$ cat src/sv/rpai_pkg.sv
// rpai_pkg: shared constants, cordic angle table and stage structs
// for the ray / annulus-sector hit test; no dependencies
package rpai_pkg;

	localparam int DIV_BITS     = 64;  // dividend width, one quotient bit per cell
	localparam int CORDIC_STEPS = 23;
	localparam int CW           = 59;  // cordic vector width, |x|,|z| < 2^31 scaled by 2^24
	localparam int LATENCY      = 93;  // accept edge to the edge that samples done

	// configuration register indexes
	typedef enum logic [2:0] {
		REG_PLANE_HEIGHT = 3'd0,
		REG_INNER_SQ     = 3'd1,
		REG_OUTER_SQ     = 3'd2,
		REG_AZ_LOW       = 3'd3,
		REG_AZ_HIGH      = 3'd4,
		REG_FACES_UP     = 3'd5,
		REG_CASTS        = 3'd6,
		REG_MIN_DIST     = 3'd7
	} reg_idx_t;

	// arctangent of 2^-i in units of 2^-24 turn
	localparam logic [23:0] ATAN_TURN24 [CORDIC_STEPS] = '{
		24'd2097152, 24'd1238021, 24'd654136, 24'd332050, 24'd166669, 24'd83416,
		24'd41718,   24'd20860,   24'd10430,  24'd5215,   24'd2608,   24'd1304,
		24'd652,     24'd326,     24'd163,    24'd81,     24'd41,     24'd20,
		24'd10,      24'd5,       24'd3,      24'd1,      24'd1
	};

	// sideband that rides along with the divider
	typedef struct packed {
		logic               mode;
		logic               miss;
		logic               sgn_t;
		logic               sgn_x;
		logic               sgn_z;
		logic signed [31:0] ox;
		logic signed [31:0] oz;
	} div_side_t;

	// lane 0: t, lane 1: x offset, lane 2: z offset
	typedef struct packed {
		logic [31:0]                dvs;
		logic [2:0][31:0]           rem;
		logic [2:0][DIV_BITS-1:0]   quo;
		div_side_t                  side;
	} div_lane_t;

	typedef struct packed {
		logic               ok;
		logic               mode;
		logic [30:0]        hit_dist;
		logic signed [31:0] px;
		logic signed [31:0] pz;
	} cor_side_t;

	typedef struct packed {
		logic signed [CW-1:0] a;
		logic signed [CW-1:0] b;
		logic [23:0]          acc;
		cor_side_t            side;
	} cor_t;

endpackage

$ cat src/sv/rpai_div_cell.sv
// rpai_div_cell: one restoring division step for three lanes sharing a divisor
// depends on rpai_pkg
module rpai_div_cell (
	input  logic               clk,
	input  logic               arst_n,
	input  logic               vld_in,
	input  rpai_pkg::div_lane_t d_in,
	output logic               vld_out,
	output rpai_pkg::div_lane_t d_out
);

	rpai_pkg::div_lane_t nxt;
	rpai_pkg::div_lane_t lane_q;
	logic                vld_q;

	always_comb begin
		logic [32:0] rp;
		logic [32:0] diff;
		logic        ge;
		nxt = d_in;
		for (int j = 0; j < 3; j++) begin
			rp   = {d_in.rem[j], d_in.quo[j][rpai_pkg::DIV_BITS-1]};
			diff = rp - {1'b0, d_in.dvs};
			ge   = (rp >= {1'b0, d_in.dvs});
			nxt.rem[j] = ge ? diff[31:0] : rp[31:0];
			nxt.quo[j] = {d_in.quo[j][rpai_pkg::DIV_BITS-2:0], ge};
		end
	end

	always_ff @(posedge clk or negedge arst_n) begin
		if (!arst_n) begin
			vld_q <= 1'b0;
		end else begin
			vld_q <= vld_in;
		end
	end

	always_ff @(posedge clk) begin
		lane_q <= nxt;
	end

	assign vld_out = vld_q;
	assign d_out   = lane_q;

endmodule

$ cat config.mk
export PLATFORM = sky130hd
export DESIGN_NAME = rpai_div_cell
export DESIGN_NICKNAME = d
export VERILOG_FILES = /design/src/sv/rpai_pkg.sv /design/src/sv/rpai_div_cell.sv
export SDC_FILE = /design/constraint.sdc
export NUM_CORES = 1
export LEC_CHECK = 0
export ABC_AREA = 0
export BUFFER_PORTS_ARGS = -buffer_cell sky130_fd_sc_hd__buf_4
export CAP_MARGIN = 20
export CORE_AREA = 2 2 304 306
export DETAILED_ROUTE_END_ITERATION = 6
export DIE_AREA = 0 0 306 308
export SKIP_LAST_GASP = 1
export SYNTH_ARGS = -nofsm -noshare
export SYNTH_HDL_FRONTEND = slang
export SYNTH_SLANG_ARGS = --single-unit
$ cat constraint.sdc
create_clock -name clk -period 0.8 [get_ports clk]
set_input_delay 0.08 -clock clk [delete_from_list [all_inputs] [get_ports clk]]
set_output_delay 0.08 -clock clk [all_outputs]
set_load 0.05 [all_outputs]
After elaboration in Yosys (flattened, before gate mapping)
Cells that the tools add are included.

Output and inout port bits: 390. Input port bits: 392. Register bits after elaboration: 390. Word-level logic and storage cells: 24.

Order comparisons: 3. Add/subtract/negate cells: 3. Muxes and demuxes: 3.

Operators with widths (number): greater-or-equal comparator 33 x 32 -> 1 bit (3); two-way mux 32 bit (3); subtractor 32 bit (3).

Logic depth before layout (Yosys ltp)
Gate-level depths: netlist (run 1).

Word-level depth: 2. Depth in mapped cells: 14.

Worst setup path before layout (run 1)
No wires, ideal clock.

Kind: input to register. Start: in d_in[260] (netlist bit). End: reg lane_q, in the netlist d_out[353]. Arrival time: 2.453 ns. Setup slack: -1.776 ns. Library setup time: 0.123 ns. Buffers on the path: 0. Stages on the path: 12. Path through: inv_1 ha_1 fa_1 nand2b_1 a21oi_1 o211ai_1 a21oi_1 a31oi_1 o31ai_1 a31oi_1 xnor2_1 mux2_1.

RTL lines: start, declared (line rpai_div_cell.sv:7) `input rpai_pkg::div_lane_t d_in,`; end signal, assigned (line rpai_div_cell.sv:39) `lane_q <= nxt;`; end, declared (line rpai_div_cell.sv:13) `rpai_pkg::div_lane_t lane_q;`.

==> results of run 1 <==
cells by family (layout without fill, tap and decap cells):
group,Yosys count,count (layout),synth area share
and+or+nand+nor,303,304,0.09776
DFF,390,390,0.5524
AOI/OAI and AO/OA,364,364,0.1662
adders and majority gates,99,99,0.08918
buffers and inverters,106,1742,0.03247
muxes,15,15,0.01186
other,0,22,0
xor gates and xnor gates,81,81,0.05016
where the power goes:
group / internal [uW] / switching, uW
clock: 15800 / 9890
sequential: 21800 / 1460
combinational: 13600 / 15300
timing repair:
action / 4_1_cts / 5_1_grt
resized for setup: 158 / 1397
pin swaps: 60 / 53
buffers inserted: 35 / 29
cloned: 4 / 9
endpoints found under the hold margin: 388 / 25
hold buffers: 368 / 14
endpoints found under the setup margin: 489 / 489
layer usage:
| layer | global-route usage | vias to the layer above | part of all wire |
|---|---|---|---|
| met5 | 0 | - | 0.0017 |
| met4 | 0.08649 | 30 | 0.053 |
| li1 | - | 7997 | - |
| met1 | 0.2162 | 8061 | 0.34 |
| met2 | 0.3952 | 671 | 0.50 |
| met3 | 0.09888 | 234 | 0.10 |
flip-flops by register name, indices dropped and copies added, names as in the netlist:
signal,cells
d_out,389
vld_out,1
cell usage in the layout (no fill, tap or decap), types with 15 or more instances in the layout:
master         instances
buf_4                749
dlygate4sd3_1        382
dfxtp_2              378
buf_8                199
buf_12               136
buf_6                112
nand2_1               96
a21oi_1               65
clkbuf_16             58
o21ai_1               51
ha_1                  49
ha_4                  44
xnor2_1               43
nor2_1                41
inv_1                 35
a21o_1                35
a21oi_2               35
xor2_1                32
o21ai_0               26
o21ai_2               25
diode_2               22
nand4_1               20
nand3_1               19
nand2_2               16
nor2_4                16
nand2_4               15
how the worst max path moves through the flow:
| stage | to | slack [ns] |
|---|---|---|
| 6_report | d_out[331]$_DFF_P_ | -1.26 |
| 2_1_floorplan | d_out[351]$_DFF_P_ | -1.53 |
| 5_1_grt | d_out[331]$_DFF_P_ | -1.33 |
| 3_3_place_gp | d_out[331]$_DFF_P_ | -2.04 |
| 3_5_place_dp | d_out[331]$_DFF_P_ | -2.02 |
| 4_1_cts | d_out[331]$_DFF_P_ | -1.14 |
area by class of cell:
type | count | area, sq um
antenna | 22 | 55.05
tap | 1186 | 1484
inverter | 61 | 311.5
sequential | 390 | 8323
clock inverter | 25 | 404.1
timing repair buffer | 1588 | 16680
fill | 8660 | 54680
clock buffer | 68 | 1461
multi-input combinational | 863 | 7567
stage by stage:
stage / setup slack, ns / hold slack [ns] / instances
6_report: -1.257 / -0.4064 / 4203
5_1_grt: -1.330 / -0.4317 / 4196
4_1_cts: -1.140 / -0.4724 / 4131
3_5_place_dp: -2.023 / -0.1277 / 3632
3_3_place_gp: -2.036 / -0.1280 / 3632
2_1_floorplan: -1.528 / -0.2156 / 1358
==> out/qor.txt, run 1 <==
Syn. warnings: 0
DRT Pass-1 Iters: 7
Final Max Slew Viols: 0
Crit. End Element: register
I/O pin count: 782
Final Worst Setup Slack: -1.257 ns
Most common cell on crit path: buf_12
Area after DPL: 0.02448 sq mm
headroom to the max-slew limit: 0.7104
CTS tree: yes
DP Wirelength: 89310 microns
post-layout power: 77750 uW
Critical Path Slowest Stage Cell: o41a_1
total CTS buffers: 51
Crit path required time: 1.30 ns
Synth Register Bits: 390
via count: 16990
grt ovf: 0
Max clock buf depth: 3
number of flops mapped to enable cells by yosys: 0
ys flop type: dfxtp_1
RSZ-0062 raised after global routing: true
largest net degree at the start of global routing: 33
Worst Path Buf+Inv: 6
dominant cell by count in the synthesized netlist: dfxtp_1
Gate Count Post-Synth: 1358
Peak VDD IR: 1.476 mV
Commonest cells post-synth: dfxtp_1, nand2_1, a21oi_1
endpoints failing hold: 12
ys async rst share: 0.002564
Post-Route WL: 111000 microns
Final setup viols: 489
final core area utilization: 0.3989
full die area: 0.09425 sq mm
crit path max fanout: 5
Slew @ Worst Pin: 0.4234 ns
Synth cell types: 75
post-DR wirelength/cell: 26.42 microns
root buffer cell: clkbuf_16
TNS Setup: -265.18 ns
Vias/cell: 4.043
failing checks: negative hold slack, negative setup slack
kind of critical path: in2reg
Area Overhead vs Synth: 156.6%
largest area contributor in the netlist: dfxtp_1
mean post-synth cell area: 10.41 sq um
Reg clk slew, reported paths: 0.06 ns
mapped cell area: 0.01414 sq mm
Tmin final: 2.057 ns
Syn Nets: 1849
max cap viols: 0
design area: 0.03629 sq mm
core box area: 0.09097 sq mm
Chip Width: 306 microns
Pwr Density: 2143 mW/mm^2
Largest stage delay, worst path: 0.45 ns
Die Y: 308 microns
Initial Util: 0.1555
sequential fraction of the synthesis area: 0.5524
Peak Freq: 486.0 MHz
share of layout cells above drive strength 1: 0.6558
Worst Setup SP: d_in[379]
Startpoint Class: primary input
DRT antenna net count: 0
Hold Crit Class: in2reg
GPL Wtd Cong: 0.8816
Clock Sinks: 390
Hold Slack: -0.4064 ns
global-route wire length before repair: 140100 microns
ranking of synthesized cells by area: dfxtp_1, ha_1, a21oi_1
Site Rows: 111
area fraction of the dominant cell type after synthesis: 0.5507
WP data arrival: 2.56 ns
drt drc: 0
CTS H-tree depth: 2
number of port buffers: 781
Leak: 0.01606 uW
Hold Crit Start: d_in[357]
drt first-iter violations: 857
Hold Path End: d_out[357]$_DFF_P_
crit-path cells: buf_4 -> clkinvlp_4 -> buf_6 -> ha_2 -> nor2_1 -> o41a_1 -> o211ai_1 -> a31oi_2 -> o31ai_4 -> buf_12 -> buf_12 -> buf_12 -> mux2_4
fin crit share: 2.572
Final nets: 3446
Hold Path Depth: 1
critical path depth: 13
vias in the first global route: 17110
status: finished, violations left
initial antenna violation count: 57
Largest delay share family, worst path: compound AO/OA/AOI/OAI gates
gr usage total: 0.2181
Power figures use the tool's default switching activity.
==> inputs of run 2 (changes only) <==
--- a/config.mk
+++ b/config.mk
@@ -11,6 +11,7 @@
 export CORE_AREA = 2 2 304 306
 export DETAILED_ROUTE_END_ITERATION = 6
 export DIE_AREA = 0 0 306 308
+export PLACE_DENSITY = 0.44
 export SKIP_LAST_GASP = 1
 export SYNTH_ARGS = -nofsm -noshare
 export SYNTH_HDL_FRONTEND = slang
==> run 2 against run 1 <==
  * The run still ends with negative hold slack, negative setup slack left
  * Worst setup slack worse by 0.071 ns
  * Sequential power about the same
  * Sequential share of layout area is 0.42 points lower
  * Fmax shrank 3.3%
  * Die area did not move
  * Largest cell class unchanged
==> out/qor.txt, run 2 (synthesis gave the netlist of run 1 again) <==
GPL Wtd Cong: 0.8920 (was 0.8816)
Worst Setup SP: d_in[318] (was d_in[379])
DRT antenna net count: 0 (unchanged)
Crit. End Element: register (unchanged)
CTS tree: yes (unchanged)
Site Rows: 111 (unchanged)
Startpoint Class: primary input (unchanged)
drt first-iter violations: 712 (was 857)
crit path max fanout: 8 (was 5)
Final Worst Setup Slack: -1.328 ns (was -1.257 ns)
most frequent cells in the layout: buf_4, dlygate4sd3_1, dfxtp_2 (unchanged)
Post-Route WL: 108600 microns (was 111000 microns)
gr usage total: 0.2235 (was 0.2181)
Initial Util: 0.1555 (unchanged)
endpoints failing hold: 8 (was 12)
Fillers: 8561 (was 8660)
Area Overhead vs Synth: 162.6% (was 156.6%)
max cap viols: 0 (unchanged)
status: finished, violations left (unchanged)
initial antenna violation count: 34 (was 57)
I/O pin count: 782 (unchanged)
DP Wirelength: 85890 microns (was 89310 microns)
Crit path required time: 1.35 ns (was 1.30 ns)
post-layout power: 76920 uW (was 77750 uW)
RSZ-0062 raised after global routing: true (unchanged)
Clock Sinks: 390 (unchanged)
Hold Slack: -0.4138 ns (was -0.4064 ns)
fin crit share: 2.660 (was 2.572)
grt ovf: 0 (unchanged)
Peak VDD IR: 1.732 mV (was 1.476 mV)
via count: 16970 (was 16990)
core box area: 0.09097 sq mm (unchanged)
post-DR wirelength/cell: 25.74 microns (was 26.42 microns)
WP data arrival: 2.67 ns (was 2.56 ns)
number of port buffers: 781 (unchanged)
Vias/cell: 4.022 (was 4.043)
switching share of total power: 0.3529 (was 0.3422)
Largest register FFs: 389 (unchanged)
crit-path cells: buf_4 -> dlygate4sd3_1 -> ha_1 -> a21o_1 -> a21o_1 -> a21o_1 -> nand3_2 -> nand2_2 -> a21oi_4 -> buf_12 -> buf_12 -> buf_16 -> nand2_2 -> o21ai_1 (was buf_4 -> clkinvlp_4 -> buf_6 -> ha_2 -> nor2_1 -> o41a_1 -> o211ai_1 -> a31oi_2 -> o31ai_4 -> buf_12 -> buf_12 -> buf_12 -> mux2_4)
total CTS buffers: 51 (unchanged)
Max clock buf depth: 3 (unchanged)
Hold Crit Start: d_in[357] (unchanged)
Chip Width: 306 microns (unchanged)
Final setup viols: 489 (unchanged)
failing checks: negative hold slack, negative setup slack (unchanged)
Critical Path Slowest Stage Cell: dlygate4sd3_1 (was o41a_1)
share of layout cells above drive strength 1: 0.6800 (was 0.6558)
Slew @ Worst Pin: 0.5089 ns (was 0.4234 ns)
kind of critical path: in2reg (unchanged)
Clock Power Share: 0.308 (was 0.330)
root buffer cell: clkbuf_16 (unchanged)
Final nets: 3472 (was 3446)
Pwr Density: 2071 mW/mm^2 (was 2143 mW/mm^2)
final core area utilization: 0.4083 (was 0.3989)
combinational share of power: 0.388 (was 0.371)
Leak: 0.01644 uW (was 0.01606 uW)
drt drc: 0 (unchanged)
headroom to the max-slew limit: 0.6571 (was 0.7104)
register share of total power: 0.304 (was 0.299)
switching pwr: 27150 uW (was 26610 uW)
cell-internal power: 49780 uW (was 51140 uW)
global-route wire length before repair: 148000 microns (was 140100 microns)
commonest non-fill, non-tap cell in the layout: buf_4 (unchanged)
Post-Place Worst Slack: -2.459 ns (was -2.023 ns)
Largest stage delay, worst path: 0.59 ns (was 0.45 ns)
Final Max Slew Viols: 0 (unchanged)
Most common cell on crit path: a21o_1 (was buf_12)
Reg clk slew, reported paths: 0.06 ns (about the same)
Die Y: 308 microns (unchanged)
CTS H-tree depth: 2 (unchanged)
Hold Crit Class: in2reg (unchanged)
Peak Freq: 469.9 MHz (was 486.0 MHz)
DRT Pass-1 Iters: 4 (was 7)
full die area: 0.09425 sq mm (unchanged)
Tmin final: 2.128 ns (was 2.057 ns)
largest net degree at the start of global routing: 15 (was 33)
vias in the first global route: 18740 (was 17110)
-- run 2: cell type report --
cell class	count	area, sq um	share of cell area
sequential	390	8364	0.2252
inverter	61	305.3	0.008219
tap	1186	1484	0.03995
clock buffer	68	1410	0.03796
antenna	11	27.53	0.0007411
clock inverter	26	287.8	0.007748
timing repair buffer	1614	17180	0.4626
multi-input combinational	863	8083	0.2176
-- run 2: repair_timing --
item	in CTS	in global routing
endpoints found under the hold margin	388	18
setup buffers	68	20
pin swaps	120	81
hold buffers	374	10
endpoints found under the setup margin	489	489
gates cloned	15	2
gates resized for setup	1596	177
-- run 2: power by group through the flow --
stage / Sequential, uW / Combinational [uW] / Clock (uW)
6_report: 23400 / 29900 / 23700
5_1_grt: 23500 / 31200 / 25100
4_1_cts: 23400 / 29200 / 24400
3_5_place_dp: 22600 / 21900 / 0
3_3_place_gp: 22700 / 21800 / 0
2_1_floorplan: 28900 / 5340 / 0
-- run 2: path summary, 6_finish.rpt --
check | to | cells after the start
max | d_out[305]$_DFF_P_ | 14
min | d_out[357]$_DFF_P_ | 1
max in group asynchronous | vld_out$_DFF_PN0_ | 3
min in group asynchronous | vld_out$_DFF_PN0_ | 3
-- run 2: worst max-delay path, delay by kind of cell --
family / cells / cell delay [ns]
compound gates: 5 / 0.85
buf+inv: 5 / 1.12
simple gates: 3 / 0.24
fa+ha+maj: 1 / 0.36
-- run 2: metrics by stage --
| stage | cell area, sq um | setup TNS, ns | instances |
|---|---|---|---|
| 2_1_floorplan | 14760 | -137.64 | 1358 |
| 3_3_place_gp | 24690 | -212.57 | 3660 |
| 3_5_place_dp | 24690 | -218.48 | 3660 |
| 4_1_cts | 36330 | -285.12 | 4194 |
| 5_1_grt | 37130 | -292.21 | 4214 |
| 6_report | 37140 | -268.82 | 4219 |
-- run 2: metal layers --
layer	share of wire	vias up	global-route usage
met3	0.073	146	0.07442
met5	0.0016	-	0
met1	0.36	8226	0.2338
li1	-	8035	-
met4	0.034	28	0.06816
met2	0.53	532	0.4198
==> inputs of run 3 (changes only) <==
--- a/config.mk
+++ b/config.mk
@@ -5,13 +5,13 @@
 export SDC_FILE = /design/constraint.sdc
 export NUM_CORES = 1
 export LEC_CHECK = 0
-export ABC_AREA = 0
+export ABC_AREA = 1
 export BUFFER_PORTS_ARGS = -buffer_cell sky130_fd_sc_hd__buf_4
 export CAP_MARGIN = 20
-export CORE_AREA = 2 2 304 306
+export CORE_AREA = 2 2 306 308
 export DETAILED_ROUTE_END_ITERATION = 6
-export DIE_AREA = 0 0 306 308
-export PLACE_DENSITY = 0.44
+export DIE_AREA = 0 0 308 310
+export PLACE_DENSITY = 0.47
 export SKIP_LAST_GASP = 1
 export SYNTH_ARGS = -nofsm -noshare
 export SYNTH_HDL_FRONTEND = slang
==> run 3 against run 2 <==
  * The run still ends with negative hold slack, negative setup slack left
  * Count of clock-buffer cells in the layout stayed put
  * Global-route usage is 2.1 points higher
  * Worst setup slack gained 0.71 ns
  * Synthesized area up 21%
  * Critical endpoint is now d_out[351]$_DFF_P_
  * Fmax up 50%
  * Flip-flop and latch count is the same
  * Utilization shrank 2.4 points
  * Combinational power decreased by 14%
==> out/qor.txt, run 3 <==
status: finished, violations left (unchanged)
failing checks: negative hold slack, negative setup slack (unchanged)
Crit. End Element: register (unchanged)
mean post-synth cell area: 7.327 sq um (was 10.41 sq um)
Largest stage delay, worst path: 0.30 ns (was 0.59 ns)
Final Max Slew Viols: 0 (unchanged)
fin crit share: 1.768 (was 2.660)
final core area utilization: 0.3839 (was 0.4083)
Synth cell types: 33 (was 75)
Chip Width: 308 microns (was 306 microns)
grt ovf: 0 (unchanged)
Vias/cell: 3.935 (was 4.022)
CTS tree: yes (unchanged)
GR peak layer: met2 (unchanged)
area fraction of the dominant cell type after synthesis: 0.4561 (was 0.5507)
Final setup viols: 489 (unchanged)
Synth Register Bits: 390 (unchanged)
GR Util met2: 0.4366 (was 0.4198)
headroom to the max-slew limit: 0.7867 (was 0.6571)
Post-Route WL: 121500 microns (was 108600 microns)
dominant cell by count in the synthesized netlist: nand2_1 (was dfxtp_1)
mapped cell area: 0.01707 sq mm (was 0.01414 sq mm)
Hold Path End: d_out[261]$_DFF_P_ (was d_out[357]$_DFF_P_)
Leak: 0.01826 uW (was 0.01644 uW)
Max clock buf depth: 3 (unchanged)
share of layout cells above drive strength 1: 0.4119 (was 0.6800)
max cap viols: 0 (unchanged)
most frequent cells in the layout: buf_4, nand2_1, dlygate4sd3_1 (was buf_4, dlygate4sd3_1, dfxtp_2)
Worst Setup SP: d_in[382] (was d_in[318])
post-DR wirelength/cell: 23.52 microns (was 25.74 microns)
ranking of synthesized cells by area: dfxtp_1, nand2_1, inv_1 (was dfxtp_1, ha_1, a21oi_1)
DP Wirelength: 101000 microns (was 85890 microns)
Syn Nets: 2821 (was 1849)
drt first-iter violations: 867 (was 712)
Startpoint Class: primary input (unchanged)
sequential fraction of the synthesis area: 0.4576 (was 0.5524)
crit-path cells: buf_4 -> clkinvlp_4 -> buf_4 -> ha_4 -> nand2_2 -> nor2_4 -> inv_1 -> buf_4 -> nor3_4 -> nand2_8 -> buf_8 -> clkbuf_16 -> nand3_1 -> nand2_1 (was buf_4 -> dlygate4sd3_1 -> ha_1 -> a21o_1 -> a21o_1 -> a21o_1 -> nand3_2 -> nand2_2 -> a21oi_4 -> buf_12 -> buf_12 -> buf_16 -> nand2_2 -> o21ai_1)
design area: 0.03551 sq mm (was 0.03714 sq mm)
CTS H-tree depth: 2 (unchanged)
full die area: 0.09548 sq mm (was 0.09425 sq mm)
crit path max fanout: 6 (was 8)
Initial Util: 0.1846 (was 0.1555)
routing usage on met1: 0.2701 (was 0.2338)
Slew @ Worst Pin: 0.3189 ns (was 0.5089 ns)
endpoints failing hold: 13 (was 8)
DRT antenna net count: 0 (unchanged)
number of port buffers: 781 (unchanged)
Gate Count Post-Synth: 2330 (was 1358)
ys async rst share: 0.002564 (unchanged)
Final nets: 4403 (was 3472)
Reg clk slew, reported paths: 0.06 ns (about the same)
Crit path required time: 1.31 ns (was 1.35 ns)
Pwr Density: 2030 mW/mm^2 (was 2071 mW/mm^2)
drt drc: 0 (unchanged)
ys flop type: dfxtp_1 (unchanged)
Most common cell on crit path: buf_4 (was a21o_1)
Commonest cells post-synth: nand2_1, inv_1, dfxtp_1 (was dfxtp_1, nand2_1, a21oi_1)
Clock Sinks: 390 (unchanged)
GPL Wtd Cong: 0.9098 (was 0.8920)
kind of critical path: in2reg (unchanged)
Post-Place Worst Slack: -1.543 ns (was -2.459 ns)
gr usage total: 0.2440 (was 0.2235)
Peak Freq: 707.1 MHz (was 469.9 MHz)
Peak VDD IR: 1.636 mV (was 1.732 mV)
WP data arrival: 1.93 ns (was 2.67 ns)
Largest register FFs: 389 (unchanged)
Hold Slack: -0.3036 ns (was -0.4138 ns)
core box area: 0.09249 sq mm (was 0.09097 sq mm)
Final Worst Setup Slack: -0.6143 ns (was -1.328 ns)
number of flops mapped to enable cells by yosys: 0 (unchanged)
I/O pin count: 782 (unchanged)
TNS Setup: -224.39 ns (was -268.82 ns)
Syn. warnings: 0 (unchanged)
Area Overhead vs Synth: 108.0% (was 162.6%)
fin cells: 5165 (was 4219)
global-route wire length before repair: 160200 microns (was 148000 microns)
root buffer cell: clkbuf_16 (unchanged)
Hold Crit Start: d_in[132] (was d_in[357])
DRT Pass-1 Iters: 4 (unchanged)
M3 GR Usage: 0.1048 (was 0.07442)
placed cells: 4626 (was 3660)
largest area contributor in the netlist: dfxtp_1 (unchanged)
total CTS buffers: 49 (was 51)
Tmin final: 1.414 ns (was 2.128 ns)
Hold Path Depth: 3 (was 1)
Site Rows: 112 (was 111)
Area after DPL: 0.02756 sq mm (was 0.02469 sq mm)
Hold Crit Class: in2reg (unchanged)
largest net degree at the start of global routing: 33 (was 15)
Critical Path Slowest Stage Cell: ha_4 (was dlygate4sd3_1)
vias in the first global route: 20440 (was 18740)
Fillers: 9600 (was 8561)
initial antenna violation count: 48 (was 34)
Die Y: 310 microns (was 308 microns)
via count: 20330 (was 16970)
commonest non-fill, non-tap cell in the layout: buf_4 (unchanged)
RSZ-0062 raised after global routing: true (unchanged)
[run 3: cell types whose count changed in the layout (fill, tap and decap cells not counted), sizes merged, moves of 35 or more]
cell,before,now
nand3,25,188
a21oi,107,61
buf,1230,1174
a21o,35,0
o21ai,105,3
nor2,66,129
nand2,127,908
inv,58,403
xnor2,49,3
[run 3: logic make-up (layout without fill, tap and decap cells)]
family                   after synthesis  after routing  share of synthesized area
XOR/XNOR                              42             42                    0.02155
flip-flops                           390            390                     0.4576
AND/OR/NAND/NOR                     1289           1290                     0.3222
other                                  0             18                          0
adder cells (fa/ha/maj)               99             99                    0.07387
AO/OA/AOI/OAI                         69             69                    0.02096
buffers and inverters                441           2060                     0.1038
[run 3: critical path, delay by kind of cell]
family	cells	cell delay [ns]
buffers and inverters	7	0.91
AND/OR/NAND/NOR	6	0.62
adder cells (fa/ha/maj)	1	0.30
[run 3: routing by layer]
layer | part of all wire | up-vias | wire length, microns
met1 | 0.39 | 9300 | 47330
met2 | 0.49 | 581 | 59910
met4 | 0.019 | 42 | 2325
met5 | 0.0022 | - | 267
met3 | 0.096 | 132 | 11630
li1 | - | 10270 | -
[run 3: worst max-delay path by stage]
stage	end	slack (ns)
finish	d_out[351]$_DFF_P_	-0.61
global route	d_out[355]$_DFF_P_	-0.65
CTS	d_out[333]	-0.58
detailed placement	d_out[311]$_DFF_P_	-1.54
global placement	d_out[312]$_DFF_P_	-1.54
floorplan	d_out[283]$_DFF_P_	-0.75
[run 3: report_power, final]
group	total (uW)	internal [uW]	switching (uW)
logic	25600	10100	15500
clock network	24600	14700	9850
registers	22000	21200	749
[run 3: cell type report]
class                   instances  area (sq um)  share of cell area
diodes                         18         45.04            0.001269
clock buffers                  68          1418             0.03992
clock inverters                21         329.1            0.009267
inverters                     412          1649             0.04644
multi-input cells            1500          9184              0.2586
flip-flops and latches        390          7834              0.2206
well taps                    1197          1498             0.04218
repair buffers               1559         13550              0.3817
[run 3: through the flow]
stage,hold WS (ns),total power [uW]
floorplan,-0.2156,34030
global placement,-0.1242,44680
detailed placement,-0.1221,44620
CTS,-0.3564,72090
global route,-0.3307,75260
finish,-0.3036,72100
[run 3: what timing repair did]
action,in CTS,in global routing
buffers inserted,21,22
cloned,5,6
pin swaps,21,49
resized for setup,190,191
hold buffers,370,9
hold endpoints to repair,388,21
setup endpoints to repair,489,489
